## src/rtl/sipq_pkg.sv

```systemverilog
// ----------------------------------------------------------------------------
// sipq_pkg
// Shared types and constants for the software-interrupt priority queue.
// ----------------------------------------------------------------------------
package sipq_pkg;

    localparam int NUM_IDS     = 64;
    localparam int ID_W        = 6;
    localparam int NUM_LEVELS  = 5;
    localparam int LEVEL_W     = 3;
    localparam int PRI_W       = 8;
    localparam int PRI_BIAS    = 32;
    localparam int LEVEL_SHIFT = 4;
    localparam int STATUS_W    = 3;

    typedef enum logic {
        REQ_CAUSE    = 1'b0,
        REQ_DISPATCH = 1'b1
    } req_t;

    typedef enum logic [STATUS_W-1:0] {
        STAT_QUEUED     = 3'd0,
        STAT_DUP        = 3'd1,
        STAT_BAD        = 3'd2,
        STAT_DISPATCHED = 3'd3,
        STAT_NONE       = 3'd4
    } status_t;

    typedef enum logic [1:0] {
        ST_IDLE,
        ST_EXEC,
        ST_POP
    } state_t;

    typedef struct packed {
        logic load_req;
        logic do_cause;
        logic issue_read;
        logic do_pop;
        logic load_none;
    } sipq_cmd_t;

    typedef struct packed {
        req_t req_type;
        logic pending;
        logic out_free;
    } sipq_sts_t;

endpackage

```

## src/rtl/soft_interrupt_priority_queue_top.sv

```systemverilog
// ----------------------------------------------------------------------------
// soft_interrupt_priority_queue_top
// Software-interrupt queue with five priority levels, one linked FIFO each.
// ----------------------------------------------------------------------------
// A cause request is accepted, then executed; a dispatch that finds a pending
// id also needs the registered read of the next-link memory before the
// level head advances, held in link_rd_reg. One request is in
// flight at a time; the result sits in an output register, so the next
// request is accepted as soon as that result is loaded, and the block stalls
// only when a new result is ready while the previous one is still untaken.
module soft_interrupt_priority_queue_top import sipq_pkg::*; (
    input  logic                    aclk,
    input  logic                    aresetn,
    input  logic                    s_valid,
    output logic                    s_ready,
    input  logic                    s_req_type,
    input  logic [ID_W-1:0]         s_int_id,
    input  logic signed [PRI_W-1:0] s_priority_req,
    output logic                    m_valid,
    input  logic                    m_ready,
    output logic [STATUS_W-1:0]     m_status,
    output logic [ID_W-1:0]         m_out_id,
    output logic [LEVEL_W-1:0]      m_out_level,
    output logic                    m_any_pending
);

    sipq_cmd_t cmd;
    sipq_sts_t sts;

    sipq_ctrl u_ctrl (
        .aclk    (aclk),
        .aresetn (aresetn),
        .s_valid (s_valid),
        .s_ready (s_ready),
        .sts     (sts),
        .cmd     (cmd)
    );

    sipq_dpath u_dpath (
        .aclk           (aclk),
        .aresetn        (aresetn),
        .cmd            (cmd),
        .sts            (sts),
        .s_req_type     (s_req_type),
        .s_int_id       (s_int_id),
        .s_priority_req (s_priority_req),
        .m_valid        (m_valid),
        .m_ready        (m_ready),
        .m_status       (m_status),
        .m_out_id       (m_out_id),
        .m_out_level    (m_out_level),
        .m_any_pending  (m_any_pending)
    );

endmodule

```

## src/rtl/sipq_ctrl.sv

```systemverilog
// ----------------------------------------------------------------------------
// sipq_ctrl
// Request sequencer: accept, execute, and for a dispatch the link-read step.
// ----------------------------------------------------------------------------
module sipq_ctrl import sipq_pkg::*; (
    input  logic      aclk,
    input  logic      aresetn,
    input  logic      s_valid,
    output logic      s_ready,
    input  sipq_sts_t sts,
    output sipq_cmd_t cmd
);

    state_t state_reg;
    state_t state_next;

    always_ff @(posedge aclk) begin
        if (!aresetn) begin
            state_reg <= ST_IDLE;
        end else begin
            state_reg <= state_next;
        end
    end

    always_comb begin
        state_next = state_reg;
        case (state_reg)
            ST_IDLE: begin
                if (s_valid) begin
                    state_next = ST_EXEC;
                end
            end
            ST_EXEC: begin
                if (sts.req_type == REQ_CAUSE || !sts.pending) begin
                    if (sts.out_free) begin
                        state_next = ST_IDLE;
                    end
                end else begin
                    state_next = ST_POP;
                end
            end
            ST_POP: begin
                if (sts.out_free) begin
                    state_next = ST_IDLE;
                end
            end
            default: state_next = ST_IDLE;
        endcase
    end

    always_comb begin
        s_ready = 1'b0;
        cmd     = '0;
        case (state_reg)
            ST_IDLE: begin
                s_ready      = 1'b1;
                cmd.load_req = s_valid;
            end
            ST_EXEC: begin
                if (sts.req_type == REQ_CAUSE) begin
                    cmd.do_cause = sts.out_free;
                end else if (!sts.pending) begin
                    cmd.load_none = sts.out_free;
                end else begin
                    cmd.issue_read = 1'b1;
                end
            end
            ST_POP: begin
                cmd.do_pop = sts.out_free;
            end
            default: begin
                s_ready = 1'b0;
            end
        endcase
    end

endmodule

```

## src/rtl/sipq_dpath.sv

```systemverilog
// ----------------------------------------------------------------------------
// sipq_dpath
// Level lists (head, tail, non-empty), queued marks, next-link memory and
// the result register.
// ----------------------------------------------------------------------------
module sipq_dpath import sipq_pkg::*; (
    input  logic                       aclk,
    input  logic                       aresetn,
    input  sipq_cmd_t                  cmd,
    output sipq_sts_t                  sts,
    input  logic                       s_req_type,
    input  logic [ID_W-1:0]            s_int_id,
    input  logic signed [PRI_W-1:0]    s_priority_req,
    output logic                       m_valid,
    input  logic                       m_ready,
    output logic [STATUS_W-1:0]        m_status,
    output logic [ID_W-1:0]            m_out_id,
    output logic [LEVEL_W-1:0]         m_out_level,
    output logic                       m_any_pending
);

    req_t                    req_type_reg;
    logic [ID_W-1:0]         int_id_reg;
    logic signed [PRI_W-1:0] priority_reg;

    logic [NUM_IDS-1:0]      queued_mark_reg;
    logic [ID_W-1:0]         level_head_reg [NUM_LEVELS];
    logic [ID_W-1:0]         level_tail_reg [NUM_LEVELS];
    logic [NUM_LEVELS-1:0]   level_nonempty_reg;

    logic [ID_W-1:0]         next_link_mem [NUM_IDS];
    logic [ID_W-1:0]         link_rd_reg;

    logic                    m_valid_reg;
    status_t                 status_reg;
    logic [ID_W-1:0]         out_id_reg;
    logic [LEVEL_W-1:0]      out_level_reg;
    logic                    any_pending_reg;

    logic signed [PRI_W:0]   pri_biased;
    logic                    pri_ok;
    logic                    id_ok;
    logic                    is_dup;
    logic [LEVEL_W-1:0]      cause_lvl;
    logic [LEVEL_W-1:0]      top_lvl;
    logic [ID_W-1:0]         top_head;
    logic                    top_last;
    logic                    out_free;

    assign pri_biased = {priority_reg[PRI_W-1], priority_reg} + (PRI_W+1)'(PRI_BIAS);
    assign pri_ok     = !pri_biased[PRI_W]
                        && (pri_biased < (PRI_W+1)'(NUM_LEVELS << LEVEL_SHIFT));
    assign cause_lvl  = LEVEL_W'(pri_biased[PRI_W-1:0] >> LEVEL_SHIFT);
    assign id_ok      = ({1'b0, int_id_reg} < (ID_W+1)'(NUM_IDS));
    assign is_dup     = queued_mark_reg[int_id_reg];

    always_comb begin
        top_lvl = '0;
        for (int k = 0; k < NUM_LEVELS; k++) begin
            if (level_nonempty_reg[k]) begin
                top_lvl = LEVEL_W'(k);
            end
        end
    end

    assign top_head = level_head_reg[top_lvl];
    assign top_last = (top_head == level_tail_reg[top_lvl]);
    assign out_free = !m_valid_reg || m_ready;

    assign sts.req_type = req_type_reg;
    assign sts.pending  = |level_nonempty_reg;
    assign sts.out_free = out_free;

    // request capture
    always_ff @(posedge aclk) begin
        if (cmd.load_req) begin
            req_type_reg <= req_t'(s_req_type);
            int_id_reg   <= s_int_id;
            priority_reg <= s_priority_req;
        end
    end

    // next-link memory
    always_ff @(posedge aclk) begin
        if (cmd.do_cause && id_ok && !is_dup && pri_ok
            && level_nonempty_reg[cause_lvl]) begin
            next_link_mem[level_tail_reg[cause_lvl]] <= int_id_reg;
        end
        if (cmd.issue_read) begin
            link_rd_reg <= next_link_mem[top_head];
        end
    end

    // list state
    always_ff @(posedge aclk) begin
        if (!aresetn) begin
            queued_mark_reg    <= '0;
            level_nonempty_reg <= '0;
            for (int k = 0; k < NUM_LEVELS; k++) begin
                level_head_reg[k] <= '0;
                level_tail_reg[k] <= '0;
            end
        end else if (cmd.do_cause && id_ok && !is_dup && pri_ok) begin
            if (!level_nonempty_reg[cause_lvl]) begin
                level_head_reg[cause_lvl]     <= int_id_reg;
                level_nonempty_reg[cause_lvl] <= 1'b1;
            end
            level_tail_reg[cause_lvl]   <= int_id_reg;
            queued_mark_reg[int_id_reg] <= 1'b1;
        end else if (cmd.do_pop) begin
            if (top_last) begin
                level_nonempty_reg[top_lvl] <= 1'b0;
            end else begin
                level_head_reg[top_lvl] <= link_rd_reg;
            end
            queued_mark_reg[top_head] <= 1'b0;
        end
    end

    // result register
    always_ff @(posedge aclk) begin
        if (!aresetn) begin
            m_valid_reg <= 1'b0;
        end else if (cmd.do_cause || cmd.do_pop || cmd.load_none) begin
            m_valid_reg <= 1'b1;
        end else if (m_ready) begin
            m_valid_reg <= 1'b0;
        end
    end

    always_ff @(posedge aclk) begin
        if (cmd.do_cause) begin
            out_id_reg <= '0;
            if (!id_ok) begin
                status_reg      <= STAT_BAD;
                out_level_reg   <= '0;
                any_pending_reg <= |level_nonempty_reg;
            end else if (is_dup) begin
                status_reg      <= STAT_DUP;
                out_level_reg   <= '0;
                any_pending_reg <= |level_nonempty_reg;
            end else if (!pri_ok) begin
                status_reg      <= STAT_BAD;
                out_level_reg   <= '0;
                any_pending_reg <= |level_nonempty_reg;
            end else begin
                status_reg      <= STAT_QUEUED;
                out_level_reg   <= cause_lvl;
                any_pending_reg <= 1'b1;
            end
        end else if (cmd.do_pop) begin
            status_reg      <= STAT_DISPATCHED;
            out_id_reg      <= top_head;
            out_level_reg   <= top_lvl;
            any_pending_reg <= !top_last || (level_nonempty_reg != (NUM_LEVELS'(1) << top_lvl));
        end else if (cmd.load_none) begin
            status_reg      <= STAT_NONE;
            out_id_reg      <= '0;
            out_level_reg   <= '0;
            any_pending_reg <= 1'b0;
        end
    end

    assign m_valid       = m_valid_reg;
    assign m_status      = status_reg;
    assign m_out_id      = out_id_reg;
    assign m_out_level   = out_level_reg;
    assign m_any_pending = any_pending_reg;

endmodule
```

## config.mk

```make
export PLATFORM = sky130hd
export DESIGN_NAME = soft_interrupt_priority_queue_top
export DESIGN_NICKNAME = d
export VERILOG_FILES = /design/src/rtl/sipq_pkg.sv /design/src/rtl/soft_interrupt_priority_queue_top.sv /design/src/rtl/sipq_ctrl.sv /design/src/rtl/sipq_dpath.sv
export SDC_FILE = /design/constraint.sdc
export NUM_CORES = 1
export LEC_CHECK = 0
export ABC_AREA = 1
export BUFFER_PORTS_ARGS = -buffer_cell sky130_fd_sc_hd__buf_2
export CORE_MARGIN = 2
export CORE_UTILIZATION = 55
export CTS_BUF_LIST = sky130_fd_sc_hd__clkbuf_4
export CTS_CLUSTER_DIAMETER = 80
export CTS_CLUSTER_SIZE = 14
export DETAILED_ROUTE_END_ITERATION = 6
export GPL_ROUTABILITY_DRIVEN = 0
export HOLD_SLACK_MARGIN = 0.05
export PLACE_DENSITY = 0.71
export SETUP_SLACK_MARGIN = 0.2
export SKIP_LAST_GASP = 1
export SLEW_MARGIN = 0
export SYNTH_ARGS = -nofsm -noshare
export SYNTH_HDL_FRONTEND = slang
export SYNTH_SLANG_ARGS = --single-unit
```

## constraint.sdc

```tcl
create_clock -name aclk -period 8.5 [get_ports aclk]
set_input_delay 1.275 -clock aclk [delete_from_list [all_inputs] [get_ports aclk]]
set_output_delay 1.275 -clock aclk [all_outputs]
set_load 0.05 [all_outputs]
```

==> impl_results.md <==
- Status: complete, no violations
- Fmax: 0.1798 GHz
- P_sw: 1.111 mW
- Largest stage delay, worst path: 850 ps
- Starting density of the core: 55.38%
- Internal power: 3.422 mW
- Post-synth top flop: edfxtp_1
- Fraction of registers with async set/reset: 0%
- Io pins: 34
- Crit path time final: 5561 ps
- Total number of vias: 18580
- Routed WL: 65100 um
- CP top delay family: simple AND/OR/NAND/NOR gates
- RSZ-0062 raised after global routing: false
- Seq pwr share: 67.1%
- Worst-Skew Late Latency: 880 ps
- Slack of the critical path: 2939 ps
- Max reg flops: 384
- Worst-path clk slew: 150 ps
- CP Capture Type: register
- #FFs+latches synth: 564
- Share of cells above drive strength 1: 6.749%
- Clock Path Buffers: 3
- Final-report hold violation count: 0
- Root buffer cell: clkbuf_4
- Yosys warning count: 0
- P per Cell Area: 173.7 nW/um2
- Most common cell in the synthesized netlist: nand2_1
- First-pass GRT wire length: 98840 um
- Via/cell ratio: 5.818
- Placed cells: 3130
- CTS tree: yes
- Routed wire length per instance: 20.38 um
- Vias in the first global route: 17370
- Initial antenna violation count: 1
- Combinational share of power: 7.5%
- Crit-path cells: buf_4 > clkinv_1 > nand2_1 > nand2_1 > nand2_1 > nand2_1 > nand2_1 > nand2_1 > nor2_1 > nand4_1 > clkinv_1 > nand2_1 > nor2_1 > nand2_1 > nor2_1
- Worst setup SP type: register
- Data required time of the critical path: 8980 ps
- Most frequent cells after synthesis: nand2_1, edfxtp_1, nor2_1, inv_1, a21oi_1
- Setup TNS: 0 ps
- DR DRC count: 0
- PortBufs: 29
- WP data arrival: 6040 ps
- Crit path max-delay cell type: clkinv_1
- Grt ovf: 0
- DIE AREA: 47120 um2
- Cell variety after synth: 40
- All-Layer GR Usage: 27.68%
- Final hold slack: 515.7 ps
- HP Class: reg -> reg
- Setup Buffers After CTS: 0
- Horizontal die dimension: 217.1 um
- Area delta synth->final: 4.555%
- Hold_buf cts: 0
- Synth top area share: 58.45%
- GR peak layer: met2
- Clock buffer count from CTS: 46
- Slew margin rel.: 11.81%
- Critical Path Most Common Cell: nand2_1
- Total clock sinks: 564
- Top cells by area, synth: edfxtp_1, nand2_1, dfxtp_1
- Cell Count, Final, Fillers Out: 3194
- Dpl ws: 3069 ps
- M2 GR Usage: 44.70%
- Sequential element share of the synthesized area: 64.70%
- H-tree depth: 2
- Clock power share: 25.4%
- Fillers: 3909
- FP Rows: 78
- Post_cts resized: 0
- Final worst path period share: 65.42%
- Setup violations, final: 0
- Worst Tran Pin Value: 1313 ps
- VDD IR max: 130.3 uV
- ANT nets after route: 0
- Slew Viols, Final: 0
- Largest net degree at the start of global routing: 73
- Total power: 4.534 mW
- WS Path Type: reg -> reg
- Critical path buffer and inverter count: 3
- DP HPWL: 39690 um
- Met1 global-route usage: 37.53%
- Clock Skews: 58.02 ps
- Sw frac: 24.51%
- Met3 usage: 3.913%
- Max-Cap Viols: 0
- Chip height: 217.1 um
- Cell Area, Synth: 24970 um2
- First-pass detailed-route iteration total: 7
- Core area: 45090 um2
- CP max FO: 35
- Fin nets: 2602
- Pleak: 10.12 nW
- Post-synth EDFFs: 486
- Cells after synthesis: 2565
- Avg Inst Size Synth: 9.734 um2
- Largest area contributor in the netlist: edfxtp_1
- Initial drt markers: 2245
[kinds of logic (layout without fill, tap and decap cells)]
logic type | count (synthesis) | after routing | synth area share [%]
buf+inv | 315 | 326 | 5.337
simple gates | 1265 | 1265 | 20.46
compound gates | 415 | 415 | 9.235
fa+ha+maj | 5 | 5 | 0.2506
flops | 564 | 564 | 64.70
other cells | 1 | 19 | 0.01502
[final cells by class]
type | count | area (um2) | area share, %
Sequential cell | 564 | 16160 | 61.88
Multi-Input combinational cell | 1703 | 7579 | 29.03
Inverter | 203 | 762.0 | 2.919
Tap cell | 600 | 750.7 | 2.876
Clock buffer | 60 | 450.4 | 1.725
Timing Repair Buffer | 60 | 377.9 | 1.447
Clock inverter | 3 | 28.78 | 0.1102
Antenna cell | 1 | 2.502 | 0.009585
[metrics by stage]
step | instance area [um2] | util, %
after floorplan | 25030 | -
after global placement | 25620 | 56.83
after detailed placement | 25620 | 56.83
after CTS | 26100 | 57.89
after global routing | 26110 | 57.90
final | 26110 | 57.90
[power groups by stage]
stage                     clock, mW  sequential, mW  combinational, mW
after floorplan                   0            3.13              0.188
final                          1.15            3.04              0.339
after global placement            0            3.10              0.326
after global routing           1.27            3.05              0.366
after detailed placement          0            3.11              0.332
after CTS                      1.18            3.04              0.332
[worst paths after layout]
path	start	to	slack [ps]	depth (start not counted)
max reg2reg	u_dpath.int_id_reg[1]$_DFFE_PP_	u_dpath.next_link_mem[1][3]$_DFFE_PP_	2940	15
min reg2reg	u_dpath.m_out_id[5]$_SDFFE_PP0P_	u_dpath.m_out_id[5]$_SDFFE_PP0P_	520	2
max	u_dpath.int_id_reg[1]$_DFFE_PP_	u_dpath.next_link_mem[1][3]$_DFFE_PP_	2940	15
min	u_dpath.m_out_id[5]$_SDFFE_PP0P_	u_dpath.m_out_id[5]$_SDFFE_PP0P_	520	2
[worst reg2reg max path: stages, from the launching register on]
cell and delay (ps):
edfxtp_1 360, buf_4 310, clkinv_1 870, nand2_1 320, nand2_1 80, nand2_1 60, nand2_1 60, nand2_1 50
nand2_1 110, nor2_1 220, nand4_1 160, clkinv_1 620, nand2_1 370, nor2_1 400, nand2_1 570, nor2_1 640
[routing by layer]
metal	up-vias	part of all wire [%]
met5	-	0
met4	0	4.5
met3	192	9.6
met2	998	46
met1	8771	40
li1	8621	-
[layout by cell type (no fill, tap or decap), types with 15 or more instances in the layout]
cell	instances
edfxtp_1	486
a21oi_1	173
inv_1	186
o221ai_1	33
nor2_1	271
dfxtp_1	78
nor3_1	15
conb_1	18
o21ai_0	166
nand2_1	825
clkbuf_4	60
nand4_1	23
buf_4	31
nand3_1	87
buf_2	29
No activity file was read; power rests on OpenSTA's default activity.
